==> src/nfcrfp_pkg.sv <==
// Shared types and constants for the NFC response frame parser.
`timescale 1ns / 1ps

package nfcrfp_pkg;

  typedef struct packed {
    logic [7:0] rx_byte;
    logic       end_of_buffer;
  } nfcrfp_in_t;

  typedef struct packed {
    logic       item_kind;
    logic [7:0] payload_byte;
    logic [1:0] verdict;
    logic [7:0] response_code;
  } nfcrfp_out_t;

  localparam int unsigned ADDR_W = 4;

  // register word indexes (paddr[3:2])
  localparam logic [1:0] REG_EXP_CMD    = 2'd0;
  localparam logic [1:0] REG_RSP_OFFSET = 2'd1;
  localparam logic [1:0] REG_DIR_CODE   = 2'd2;
  localparam logic [1:0] REG_MAX_LEN    = 2'd3;

  localparam logic [7:0] RST_EXP_CMD    = 8'h00;
  localparam logic [7:0] RST_RSP_OFFSET = 8'h01;
  localparam logic [7:0] RST_DIR_CODE   = 8'hD5;
  localparam logic [7:0] RST_MAX_LEN    = 8'hFF;

  localparam logic [7:0] START_ZERO = 8'h00;
  localparam logic [7:0] START_LAST = 8'hFF;
  localparam logic [7:0] MIN_LEN    = 8'd2;

  localparam logic       KIND_DATA    = 1'b0;
  localparam logic       KIND_VERDICT = 1'b1;

  localparam logic [1:0] VERDICT_OK       = 2'd0;
  localparam logic [1:0] VERDICT_FRAME    = 2'd1;
  localparam logic [1:0] VERDICT_MISMATCH = 2'd2;

endpackage

==> src/nfc_response_frame_parser.sv <==
// Top level: byte-serial response frame parser with APB register port.
// A result is registered: it appears on out_item in the cycle after the byte that causes it is taken.
// Throughput: one byte per cycle while no held result stalls the input; the single output
// register lets a new byte enter while the current result is taken in the same cycle.
// Reset (rst, synchronous): parser goes back to start-code hunt, output empty,
// registers return to their default values.
`timescale 1ns / 1ps

module nfc_response_frame_parser
  import nfcrfp_pkg::*;
(
  input  logic              clk,
  input  logic              rst,
  input  logic              in_valid,
  output logic              in_ready,
  input  nfcrfp_in_t        in_item,
  output logic              out_valid,
  input  logic              out_ready,
  output nfcrfp_out_t       out_item,
  input  logic              psel,
  input  logic              penable,
  input  logic              pwrite,
  input  logic [ADDR_W-1:0] paddr,
  input  logic [31:0]       pwdata,
  output logic [31:0]       prdata,
  output logic              pready
);

  typedef enum logic [2:0] {
    PH_HUNT, PH_LEN, PH_LCS, PH_TFI, PH_CMD, PH_DATA, PH_DCS, PH_DONE
  } phase_t;

  logic [7:0] expected_command;
  logic [7:0] response_offset;
  logic [7:0] direction_code;
  logic [7:0] max_packet_len;

  phase_t     phase, phase_next;
  logic [1:0] start_match, start_match_next;
  logic [7:0] packet_length, packet_length_next;
  logic [7:0] bytes_left, bytes_left_next;
  logic [7:0] running_sum, running_sum_next;
  logic       direction_bad, direction_bad_next;
  logic       code_bad, code_bad_next;
  logic [7:0] seen_code, seen_code_next;

  logic        res_valid;
  nfcrfp_out_t res;
  logic        in_fire;
  logic        cfg_wr;
  logic [7:0]  b;
  logic        last;
  logic [7:0]  dcs_sum;
  logic [7:0]  len_chk;
  logic [7:0]  exp_code;

  assign pready   = 1'b1;
  assign cfg_wr   = psel & penable & pwrite;
  assign in_ready = ~out_valid | out_ready;
  assign in_fire  = in_valid & in_ready;
  assign b        = in_item.rx_byte;
  assign last     = in_item.end_of_buffer;
  assign dcs_sum  = running_sum + b;
  assign len_chk  = packet_length + b;
  assign exp_code = expected_command + response_offset;

  always_comb begin
    unique case (paddr[3:2])
      REG_EXP_CMD:    prdata = {24'd0, expected_command};
      REG_RSP_OFFSET: prdata = {24'd0, response_offset};
      REG_DIR_CODE:   prdata = {24'd0, direction_code};
      REG_MAX_LEN:    prdata = {24'd0, max_packet_len};
      default:        prdata = 32'd0;
    endcase
  end

  always_comb begin
    phase_next         = phase;
    start_match_next   = start_match;
    packet_length_next = packet_length;
    bytes_left_next    = bytes_left;
    running_sum_next   = running_sum;
    direction_bad_next = direction_bad;
    code_bad_next      = code_bad;
    seen_code_next     = seen_code;
    res_valid          = 1'b0;
    res.item_kind      = KIND_VERDICT;
    res.payload_byte   = 8'd0;
    res.verdict        = VERDICT_FRAME;
    res.response_code  = seen_code;

    if (phase == PH_DONE) begin
      if (last) begin
        phase_next = PH_HUNT;
        start_match_next = 2'd0; packet_length_next = 8'd0; bytes_left_next = 8'd0;
        running_sum_next = 8'd0; direction_bad_next = 1'b0; code_bad_next = 1'b0;
        seen_code_next = 8'd0;
      end
    end else if (phase == PH_DCS || last) begin
      // verdict beat: DCS byte, or an early end of buffer
      res_valid = 1'b1;
      if (phase == PH_DCS) begin
        if (direction_bad)        res.verdict = VERDICT_FRAME;
        else if (code_bad)        res.verdict = VERDICT_MISMATCH;
        else if (dcs_sum != 8'd0) res.verdict = VERDICT_FRAME;
        else                      res.verdict = VERDICT_OK;
      end
      if (last) begin
        phase_next = PH_HUNT;
        start_match_next = 2'd0; packet_length_next = 8'd0; bytes_left_next = 8'd0;
        running_sum_next = 8'd0; direction_bad_next = 1'b0; code_bad_next = 1'b0;
        seen_code_next = 8'd0;
      end else begin
        running_sum_next = dcs_sum;
        phase_next = PH_DONE;
      end
    end else begin
      unique case (phase)
        PH_HUNT: begin
          if (start_match >= 2'd2) begin
            if (b == START_LAST) begin
              phase_next = PH_LEN;
              start_match_next = 2'd0; packet_length_next = 8'd0;
              bytes_left_next = 8'd0; running_sum_next = 8'd0;
              direction_bad_next = 1'b0; code_bad_next = 1'b0;
              seen_code_next = 8'd0;
            end else if (b != START_ZERO) begin
              start_match_next = 2'd0;
            end
          end else begin
            start_match_next = (b == START_ZERO) ? start_match + 2'd1 : 2'd0;
          end
        end
        PH_LEN: begin
          packet_length_next = b;
          phase_next = PH_LCS;
        end
        PH_LCS: begin
          if (packet_length < MIN_LEN || packet_length > max_packet_len ||
              len_chk != 8'd0) begin
            res_valid  = 1'b1;
            phase_next = PH_DONE;
          end else begin
            bytes_left_next = packet_length - MIN_LEN;
            phase_next = PH_TFI;
          end
        end
        PH_TFI: begin
          running_sum_next   = b;
          direction_bad_next = (b != direction_code);
          phase_next = PH_CMD;
        end
        PH_CMD: begin
          running_sum_next = dcs_sum;
          seen_code_next   = b;
          code_bad_next    = (b != exp_code);
          phase_next = (bytes_left == 8'd0) ? PH_DCS : PH_DATA;
        end
        PH_DATA: begin
          running_sum_next = dcs_sum;
          bytes_left_next  = bytes_left - 8'd1;
          if (bytes_left == 8'd1) phase_next = PH_DCS;
          res_valid        = 1'b1;
          res.item_kind    = KIND_DATA;
          res.payload_byte = b;
          res.verdict      = VERDICT_OK;
        end
        default: begin
          phase_next = PH_HUNT;
        end
      endcase
    end
  end

  always_ff @(posedge clk) begin
    if (rst) begin
      expected_command <= RST_EXP_CMD;
      response_offset  <= RST_RSP_OFFSET;
      direction_code   <= RST_DIR_CODE;
      max_packet_len   <= RST_MAX_LEN;
      phase            <= PH_HUNT;
      start_match      <= 2'd0;
      packet_length    <= 8'd0;
      bytes_left       <= 8'd0;
      running_sum      <= 8'd0;
      direction_bad    <= 1'b0;
      code_bad         <= 1'b0;
      seen_code        <= 8'd0;
      out_valid        <= 1'b0;
    end else begin
      if (cfg_wr) begin
        unique case (paddr[3:2])
          REG_EXP_CMD:    expected_command <= pwdata[7:0];
          REG_RSP_OFFSET: response_offset  <= pwdata[7:0];
          REG_DIR_CODE:   direction_code   <= pwdata[7:0];
          REG_MAX_LEN:    max_packet_len   <= pwdata[7:0];
          default: ;
        endcase
      end
      if (in_fire) begin
        phase         <= phase_next;
        start_match   <= start_match_next;
        packet_length <= packet_length_next;
        bytes_left    <= bytes_left_next;
        running_sum   <= running_sum_next;
        direction_bad <= direction_bad_next;
        code_bad      <= code_bad_next;
        seen_code     <= seen_code_next;
        out_valid     <= res_valid;
      end else if (out_ready) begin
        out_valid <= 1'b0;
      end
    end
  end

  // result register, no reset needed on the payload
  always_ff @(posedge clk) begin
    if (in_fire && res_valid) begin
      out_item <= res;
    end
  end

endmodule

==> config.mk <==
export PLATFORM = sky130hd
export DESIGN_NAME = nfc_response_frame_parser
export DESIGN_NICKNAME = d
export VERILOG_FILES = /design/src/nfcrfp_pkg.sv /design/src/nfc_response_frame_parser.sv
export SDC_FILE = /design/constraint.sdc
export NUM_CORES = 1
export LEC_CHECK = 0
export BUFFER_PORTS_ARGS = -buffer_cell sky130_fd_sc_hd__buf_2
export CAP_MARGIN = 30
export CORE_UTILIZATION = 55
export DETAILED_ROUTE_END_ITERATION = 10
export GPL_ROUTABILITY_DRIVEN = 0
export PLACE_DENSITY_LB_ADDON = 0.2
export SLEW_MARGIN = 10
export SYNTH_ARGS = -nofsm -noshare
export SYNTH_HDL_FRONTEND = slang
export SYNTH_SLANG_ARGS = --single-unit
==> constraint.sdc <==
create_clock -name clk -period 4.7 [get_ports clk]
set_input_delay 1.175 -clock clk [delete_from_list [all_inputs] [get_ports clk]]
set_output_delay 1.175 -clock clk [all_outputs]
set_load 0.05 [all_outputs]
---- Word-level counts from Yosys, hierarchy flattened ----
Cells that the tools add are included.
cells by class
  magnitude comparators ................... 3
  mux-type cells .......................... 61
  reduce and logical (&&, ||, !) cells .... 32
  add/subtract/negate cells ............... 6
  bitwise logic cells ..................... 6
  equality and inequality tests ........... 20
operator list
  kind                count
  $mux 8              16
  $pmux 32 s4         1
  $pmux 8 s3          2
  $pmux 8 s2          2
  $mux 2              13
  $add 8x8->8         3
  $mux 3              8
  $reduce_bool 8->1   3
  $pmux 3 s6          1
  $logic_not 8->1     2
  $ne 4x4->1 const B  4
  $ne 8x8->1          2
  $reduce_and 5->1    3
  $mux 1              14
  $eq 3x3->1 const B  4
  $reduce_and 4->1    3
  $reduce_bool 4->1   3
  $mux 11             1
  $reduce_bool 5->1   2
  $eq 8x1->1 const B  1
  $eq 8x8->1 const B  1
  $gt 8x8->1          1
  $lt 8x2->1 const B  1
  $reduce_and 2->1    4
  23 further kinds    33
word-level totals
  bits of input ports ..................... 52
  logic and storage cells ................. 145
  output and inout port bits .............. 54
  register bits after elaboration ......... 91

---- Logic depth before layout (Yosys ltp) ----
Gate-level depths: netlist of the first run.
  word-level depth ........................ 8
  gate-level depth with buffers ........... 11
  depth with buffers taken out ............ 11

---- Worst setup path before layout of the first run ----
OpenSTA, ideal clock, no wires.
  path kind ............................... input-to-reg
  start point ............................. input port in_item[4] (netlist bit)
  end point ............................... register out_item[0] (netlist bit) (enable)
  setup time .............................. 0.424 ns
  slack ................................... 0.460 ns
  data arrival time ....................... 3.816 ns
  buffers on the path ..................... 0
  data required time ...................... 4.276 ns
  stages on the path ...................... 7
  cell sequence ........................... ha_1 a21oi_1 o22a_1 and4b_1 nor3_1 nor4_1 o21ai_0
between the ends
  word-level cells in the longest chain between the ends .. 8
ends and longest elaborated chain
  element               line                              RTL
  start, declared       nfc_response_frame_parser.sv:16   input nfcrfp_in_t in_item,
  $add 8x8->8           nfc_response_frame_parser.sv:64   assign len_chk = packet_length + b;
  $reduce_bool 8->1     nfc_response_frame_parser.sv:140  len_chk != 8'd0) begin
  $logic_or 1x1->1      nfc_response_frame_parser.sv:139  if (packet_length < MIN_LEN || packet_length > max_packet_len ||
  $mux 1                nfc_response_frame_parser.sv:139
  $pmux 1 s2            nfc_response_frame_parser.sv:118  unique case (phase)
  $mux 1                nfc_response_frame_parser.sv:99   end else if (phase == PH_DCS || last) begin
  $mux 1                nfc_response_frame_parser.sv:92   if (phase == PH_DONE) begin
  $logic_and 1x1->1     nfc_response_frame_parser.sv:218  if (in_fire && res_valid) begin
  end signal, assigned  nfc_response_frame_parser.sv:219  out_item <= res;
  end, declared         nfc_response_frame_parser.sv:19   output nfcrfp_out_t out_item,
Every way passes these cells.
A chain may end at the register's enable or synchronous reset.

---- Worst setup path after layout of the first run ----
  start point ............................. input port in_item[1] (netlist bit)
  end point ............................... register bytes_left[0]
between the ends
  word-level cells in the longest chain between the ends .. 5
  elaborated cells between the ends (all ways) .. 7
  those cells by class .................... 1 x add/sub; 3 x eq/ne; 3 x reduce/logical
ends and longest elaborated chain
  element                              line                              RTL
  $add 8x8->8                          nfc_response_frame_parser.sv:64
  $reduce_bool 8->1                    nfc_response_frame_parser.sv:140
  $logic_or 1x1->1                     nfc_response_frame_parser.sv:139
  $ne 4x4->1 (no source line)          --
  $reduce_and 5->1 (no source line) *  --
  end signal, assigned                 nfc_response_frame_parser.sv:204  bytes_left <= bytes_left_next;
  end, declared                        nfc_response_frame_parser.sv:41   logic [7:0] bytes_left, bytes_left_next;
Every way passes the cells marked *; elsewhere a longest branch is shown, timed or not.

==> flow_summary.yaml, run 1 <==
global_route:
  grt_util_all_layers: 0.267
  antenna_found_initial: 0
  grt_pass1_wl_um: 22900
  overflow: 0
  grt_pass1_vias: 4626
  grt_max_degree: 58
logic_synthesis:
  yosysUniqueCellTypes: 63
  synth-seq-area-share: 0.354
  avgSynthCellArea_um2: 8.92
  ys_async_sr_fraction: 0
  synth_seq_cells: 91
  synth_warnings: 0
  yosys_most_used_dff: "dfxtp_1"
  synth_edf_count: 19
  netlist_area_um2: 5680
  postSynthCellCount: 637
critical_path:
  startpoint_type: "input port"
  crit_family: "simple AND/OR/NAND/NOR gates"
  slowest_delay_ps: 510
  worstPathRequired_ps: 4990
  end_kind: "flop"
  crit_arrival_ps: 4120
  slowest_stage: "or4_1"
  path_cells: "buf_2, ha_1, fa_1, xor2_1, nor3_1, nand2_1, or4_4, o41ai_2, a211oi_2, or4_1, a21oi_1"
  path_max_fanout: 6
  crit_buf_inv: 1
  crit_type: "input port to flop"
drt:
  drt_iter0_markers: 401
  via_per_inst: 6.03
  first_pass_iters: 6
  drcViolationCount: 0
  route.final.wire_length_um: 13900
  wl_per_cell_um: 17.0
  ant_nets: 0
  vias: 4927
sta:
  rsz0062_at_grt: "false"
  finalMaxSlewViolations: 0
  max_freq_mhz: 261
  finalSetupViolCount: 0
  layout_min_cycle_time_ps: 3830
  fin_crit_sh: 0.815
  setup_tns_ps: 0
  tightest_slew_ps: 810
  relSlewSlack: 0.460
  hold_violations: 0
  clock-skew-final_ps: 16.7
finish:
  area_growth_pct: 7.51
  mostFrequentLayoutCells: "nor2_1 (75), dfxtp_1 (72), buf_2 (54), nand2_1 (40), a21oi_1 (39)"
  mostFrequentLayoutCell: "nor2_1"
  final_area_um2: 6110
  antennaDiodeCount: 0
  nets: 767
  drive_above_1_share: 0.149
floorplan:
  initial_utilization: 0.573
  rows: 36
  core_um2: 9910
  die_w_um: 104
  die_y_um: 104
  die_area_um2: 10700
  io_pins: 106
placed_design:
  place_area_um2: 5930
  portBuffers: 54
  dp_hpwl_um: 9780
clocking:
  cts_tree: "built"
  clockBufferDepth: 2
  clk_latency_ps: 370
  clock_sinks: 91
  ctsResizeCount: 0
  clockRootBuffer: "clkbuf_8"
  post-cts-setup-buffers: 0
  path_clk_slew_ps: 100
  numCtsBuffers: 9
  hold_buffers: 0
  h-tree-depth: 3
pwr:
  powerDensity_nw_per_um2: 263
  leakage_nw: 2.54
  ir_worst_vdd_mv: 0.180
run:
  max-cap-violations: 0
status:
  status: "completed"
min_path:
  hold_class: "flop to flop"
## synthesized netlist by cell type, drive strengths merged, types with 3 or more instances
| master | number | area, µm² |
|---|---|---|
| nor4 | 11 | 68.8 |
| nand3 | 11 | 55.1 |
| fa | 3 | 60.1 |
| o41ai | 3 | 33.8 |
| xor2 | 13 | 114 |
| nor3 | 21 | 105 |
| o32ai | 4 | 35.0 |
| a31oi | 8 | 50.1 |
| clkbuf | 30 | 163 |
| and3 | 4 | 25.0 |
| nand2b | 8 | 50.1 |
| mux4 | 8 | 180 |
| nor2b | 5 | 31.3 |
| a21oi | 39 | 195 |
| ha | 33 | 413 |
| and2 | 11 | 68.8 |
| o22ai | 5 | 31.3 |
| a21o | 6 | 46.3 |
| o21ai | 21 | 105 |
| nor2 | 75 | 282 |
| or3 | 7 | 43.8 |
| o211ai | 9 | 67.6 |
| mux2i | 25 | 250 |
| nand4 | 7 | 43.8 |
| dfxtp | 72 | 1440 |
| nand2 | 40 | 150 |
| o22a | 3 | 27.5 |
| o31ai | 4 | 30.0 |
| a22oi | 18 | 135 |
| buf | 30 | 221 |
| edfxtp | 19 | 571 |
| inv | 28 | 105 |
| xnor2 | 25 | 219 |
| o311ai | 3 | 26.3 |
| or2 | 3 | 18.8 |
## cells by family after synthesis
group | share of synthesized area
and+or+nand+nor | 0.176
AOI/OAI and AO/OA | 0.165
DFF | 0.354
buffers and inverters | 0.0861
xor gates and xnor gates | 0.0586
adders and majority gates | 0.0832
muxes | 0.0758
other | 0.00132
## path summary, 6_finish.rpt
kind	to	slack, ps	cells after the start	startpoint
hold / removal	out_item[0]$_DFFE_PP_	440	0	seen_code[0]$_SDFFE_PP0P_
hold reg to reg	out_item[0]$_DFFE_PP_	440	0	seen_code[0]$_SDFFE_PP0P_
setup reg to reg	bytes_left[0]$_SDFFE_PP0P_	1360	10	packet_length[0]$_SDFFE_PP0P_
setup / recovery	bytes_left[0]$_SDFFE_PP0P_	870	11	in_item[1]
## registers in the layout (all words and copies together), names as in the netlist, 3 cells and up
signal	count
running_sum	8
direction_code	8
expected_command	8
max_packet_len	8
response_offset	8
seen_code	8
out_item	19
bytes_left	8
packet_length	8
phase	3
## report_power, final
part	total (mW)	leakage (nW)	switching (mW)	internal, mW
registers	0.820	0.758	0.0109	0.809
clock network	0.510	0.0953	0.306	0.204
logic	0.278	1.68	0.203	0.0743
total	1.61	2.54	0.521	1.09
## final cells by class
class	count	area, µm²
clock buffer	10	128
tap	133	166
fill	860	3800
clock inverter	6	55.1
sequential	91	2010
inverter	28	105
timing repair buffer	68	375
multi-input combinational	481	3270
## per-layer routing
metal | vias up | routed length, µm | track usage
met2 | 241 | 6580 | 0.441
li1 | 2330 | - | -
met3 | 31 | 952 | 0.0434
met1 | 2325 | 6050 | 0.350
met5 | - | 0 | 0
met4 | 0 | 336 | 0.0983
## stage by stage
stage | std cells | utilization | setup slack, ps | total power [mW] | hold slack [ps]
global placement | 801 | 0.598 | 605 | 1.11 | 422
detailed placement | 801 | 0.598 | 571 | 1.11 | 421
global route | 817 | 0.616 | 790 | 1.67 | 459
CTS | 817 | 0.616 | 925 | 1.61 | 444
floorplan | 660 | - | 460 | 1.06 | 409
finish | 817 | 0.616 | 869 | 1.61 | 442
No activity file was read; power rests on OpenSTA's default activity.
==> run 2: changes to the inputs <==
clock period = 3.8 ns   (was 4.7 ns; I/O delays follow)
==> flow_summary.yaml, run 2 (same netlist as run 1, synthesis figures left out) <==
status:
  status: "completed"
critical_path:
  path_max_fanout: 6
  startpoint_type: "input port"
  reg2regPathDepth: 11
  worstPathRequired_ps: 4060
  end_kind: "flop"
  rrSetupSlack_ps: 580
  crit_arrival_ps: 3780
  crit_type: "input port to flop"
finish:
  mostFrequentLayoutCell: "nor2_1"
  final_core_utilization: 0.620
  drive_above_1_share: 0.155
  nets: 774
  antennaDiodeCount: 0
  largest_reg_flops: 19
  final_area_um2: 6140
  regMostFlops: "out_item"
  area_growth_pct: 8.15
  fillers: 867
  mostFrequentLayoutCells: "nor2_1 (75), dfxtp_1 (72), buf_2 (54), nand2_1 (40), a21oi_1 (39)"
floorplan:
  core_um2: 9910
  io_pins: 106
  die_y_um: 104
  rows: 36
  die_w_um: 104
  initial_utilization: 0.573
  die_area_um2: 10700
pwr:
  switchingPower_mw: 0.617
  powerDensity_nw_per_um2: 317
  leakage_nw: 2.56
  share_seq_of_total_power: 0.520
  p_int_mw: 1.33
  power_frac_comb: 0.178
  p_sw_frac: 0.316
  clock_power_share: 0.302
  ir_worst_vdd_mv: 0.205
drt:
  vias: 4835
  first_pass_iters: 5
  ant_nets: 0
  via_per_inst: 5.87
  wl_per_cell_um: 16.8
  drcViolationCount: 0
  drt_iter0_markers: 380
  route.final.wire_length_um: 13800
global_route:
  overflow: 0
  grt_pass1_vias: 4549
  antenna_found_initial: 0
  grt_pass1_wl_um: 22800
  grt_max_degree: 57
  grt_util_all_layers: 0.266
clocking:
  numCtsBuffers: 9
  path_clk_slew_ps: 90
  clockBufferDepth: 2
  clock_sinks: 91
  hold_buffers: 0
  h-tree-depth: 3
  post-cts-setup-buffers: 0
  clockRootBuffer: "clkbuf_8"
  clk_latency_ps: 370
  ctsResizeCount: 0
  cts_tree: "built"
sta:
  max_freq_mhz: 285
  fin_crit_sh: 0.925
  relSlewSlack: 0.447
  hold_ws_ps: 439
  tightest_slew_ps: 828
  rsz0062_at_grt: "false"
  finalSetupViolCount: 0
  hold_violations: 0
  clock-skew-final_ps: 15.6
  layout_min_cycle_time_ps: 3510
  finalMaxSlewViolations: 0
  setup_tns_ps: 0
placed_design:
  portBuffers: 54
  place_area_um2: 5980
  dp_hpwl_um: 9820
run:
  max-cap-violations: 0
min_path:
  hold_class: "flop to flop"
  worstHoldPathCells: 0
[run 2: metrics by stage]
stage / std cells / power [mW] / worst slack (ps)
2_1_floorplan: 660 / 1.32 / 214
3_3_place_gp: 808 / 1.37 / 20.7
3_5_place_dp: 808 / 1.38 / -44.3
4_1_cts: 824 / 1.96 / 318
5_1_grt: 824 / 2.02 / 143
6_report: 824 / 1.95 / 286
[run 2: final cells by class]
| type | count | area [µm²] | area share |
|---|---|---|---|
| tap | 133 | 166 | 0.0271 |
| clock inverter | 6 | 38.8 | 0.00631 |
| multi-input combinational | 481 | 3270 | 0.532 |
| timing repair buffer | 75 | 428 | 0.0696 |
| inverter | 28 | 105 | 0.0171 |
| clock buffer | 10 | 128 | 0.0208 |
| sequential | 91 | 2010 | 0.327 |
[run 2: routing by layer]
metal / track usage / vias to the layer above / part of all wire
li1: - / 2337 / -
met1: 0.352 / 2290 / 0.45
met2: 0.440 / 181 / 0.47
met3: 0.0415 / 27 / 0.062
met4: 0.0983 / 0 / 0.017
met5: 0 / - / 0
[run 2: power groups by stage]
stage	registers (mW)	clock network, mW	logic [mW]
finish	1.01	0.590	0.347
global route	1.02	0.635	0.369
CTS	1.01	0.600	0.344
detailed placement	1.04	0	0.342
global placement	1.03	0	0.337
floorplan	1.06	0	0.255
[run 2: critical path: stages]
cell and delay (ps):
buf_2 100, ha_1 210, fa_1 420, xor2_1 180, nor3_1 140, nand2_1 70, or4_4 490, o41ai_2 300
buf_4 180, a211o_2 130, nand3_1 230, o32ai_1 360
[run 2: final timing paths]
path	start	end
setup / recovery	in_item[1]	bytes_left[3]$_SDFFE_PP0P_
hold / removal	seen_code[4]$_SDFFE_PP0P_	out_item[4]$_DFFE_PP_
setup reg to reg	packet_length[0]$_SDFFE_PP0P_	bytes_left[3]$_SDFFE_PP0P_
hold reg to reg	seen_code[4]$_SDFFE_PP0P_	out_item[4]$_DFFE_PP_
==> run 3: changes to the inputs <==
BUFFER_PORTS_ARGS = -buffer_cell sky130_fd_sc_hd__clkbuf_2   (was -buffer_cell sky130_fd_sc_hd__buf_2)
==> flow_summary.yaml, run 3 (same netlist as run 1, synthesis figures left out) <==
status:
  status: "completed"
sta:
  hold_violations: 0
  finalSetupViolCount: 0
  setup_tns_ps: 0
  max_freq_mhz: 285
  clock-skew-final_ps: 13.6
  fin_crit_sh: 0.924
  rsz0062_at_grt: "false"
  tightest_slew_ps: 850
  layout_min_cycle_time_ps: 3510
  relSlewSlack: 0.433
  finalMaxSlewViolations: 0
floorplan:
  rows: 36
  core_um2: 9910
  io_pins: 106
  die_y_um: 104
  initial_utilization: 0.573
  die_w_um: 104
  die_area_um2: 10700
global_route:
  overflow: 0
  grt_util_all_layers: 0.271
  grt_pass1_wl_um: 23300
  grt_max_degree: 57
  grt_pass1_vias: 4711
  antenna_found_initial: 0
drt:
  first_pass_iters: 7
  via_per_inst: 5.86
  drcViolationCount: 0
  wl_per_cell_um: 16.9
  drt_iter0_markers: 216
  route.final.wire_length_um: 13900
  vias: 4830
  ant_nets: 0
pwr:
  share_seq_of_total_power: 0.504
  leakage_nw: 2.58
  ir_worst_vdd_mv: 0.172
  power_frac_comb: 0.172
  switchingPower_mw: 0.661
  p_int_mw: 1.35
  powerDensity_nw_per_um2: 326
  clock_power_share: 0.323
  p_sw_frac: 0.329
placed_design:
  dp.cells: 808
  dp_hpwl_um: 9840
  portBuffers: 54
critical_path:
  crit_type: "input port to flop"
  worstReg2RegStart: "packet_length[0]$_SDFFE_PP0P_"
  worstPathRequired_ps: 4080
  startpoint_type: "input port"
  reg2regPathDepth: 11
  end_kind: "flop"
  path_max_fanout: 6
  setup.worst_path.start: "in_item[1]"
  rrSetupSlack_ps: 560
  crit_arrival_ps: 3790
min_path:
  worstHoldPathCells: 0
  hold_class: "flop to flop"
  worstHoldStart: "seen_code[3]$_SDFFE_PP0P_"
finish:
  drive_above_1_share: 0.159
  regMostFlops: "out_item"
  fillers: 884
  nets: 774
  mostFrequentLayoutCell: "nor2_1"
  antennaDiodeCount: 0
  area_growth_pct: 8.68
  largest_reg_flops: 19
  final_cells: 824
  mostFrequentLayoutCells: "nor2_1 (75), dfxtp_1 (72), clkbuf_2 (54), nand2_1 (40), a21oi_1 (39)"
clocking:
  numCtsBuffers: 9
  hold_buffers: 0
  clk_latency_ps: 380
  clockBufferDepth: 2
  cts_tree: "built"
  ctsResizeCount: 0
  post-cts-setup-buffers: 0
  clock_sinks: 91
  h-tree-depth: 3
  path_clk_slew_ps: 100
  clockRootBuffer: "clkbuf_8"
run:
  max-cap-violations: 0
run 3: changes by cell type in the layout (fill, tap and decap cells not counted), moves of 2 or more:
cell and change:
clkinv_4 +2, clkinv_1 -2, inv_8 +2, buf_2 -54
clkbuf_2 +54, inv_6 -2
run 3: cell type report:
cell class                      count  area, µm²  area share
Timing Repair Buffer               75        428      0.0693
Inverter                           28        105      0.0170
Clock buffer                        9        124      0.0201
Clock inverter                      7       72.6      0.0118
Multi-Input combinational cell    481       3270       0.529
Tap cell                          133        166      0.0270
Sequential cell                    91       2010       0.326
run 3: routing by layer:
layer  up-vias  GRT usage  wire, µm
li1       2337          -         -
met1      2324      0.349      6340
met2       147      0.456      6620
met3        22     0.0453       678
met4         0      0.104       260
met5         -          0         0
run 3: per-stage QoR:
step	util	hold WS (ps)	total power, mW	instance area (µm²)	setup slack (ps)
floorplan	-	409	1.32	5770	214
detailed placement	0.603	426	1.38	5980	-37.0
global route	0.623	465	2.09	6170	99.6
finish	0.623	446	2.01	6170	290
CTS	0.623	446	2.02	6170	340
global placement	0.603	422	1.37	5980	33.1
run 3: power groups by stage:
| stage | Sequential (mW) | Combinational [mW] | Clock [mW] |
|---|---|---|---|
| after floorplan | 1.06 | 0.255 | 0 |
| after global placement | 1.04 | 0.337 | 0 |
| after detailed placement | 1.04 | 0.342 | 0 |
| after CTS | 1.01 | 0.344 | 0.659 |
| after global routing | 1.02 | 0.371 | 0.703 |
| final | 1.01 | 0.347 | 0.650 |
run 3: path summary, 6_finish.rpt:
path                                                    to
worst min-delay path                 out_item[3]$_DFFE_PP_
worst max register to register  bytes_left[3]$_SDFFE_PP0P_
worst max-delay path            bytes_left[3]$_SDFFE_PP0P_
worst min register to register       out_item[3]$_DFFE_PP_
run 3: critical path: stages:
cell      delay [ps]
clkbuf_2          90
ha_1             210
fa_1             420
xor2_1           180
nor3_1           150
nand2_1           70
or4_4            490
o41ai_2          300
buf_4            180
a211o_2          130
nand3_1          250
o32ai_1          360
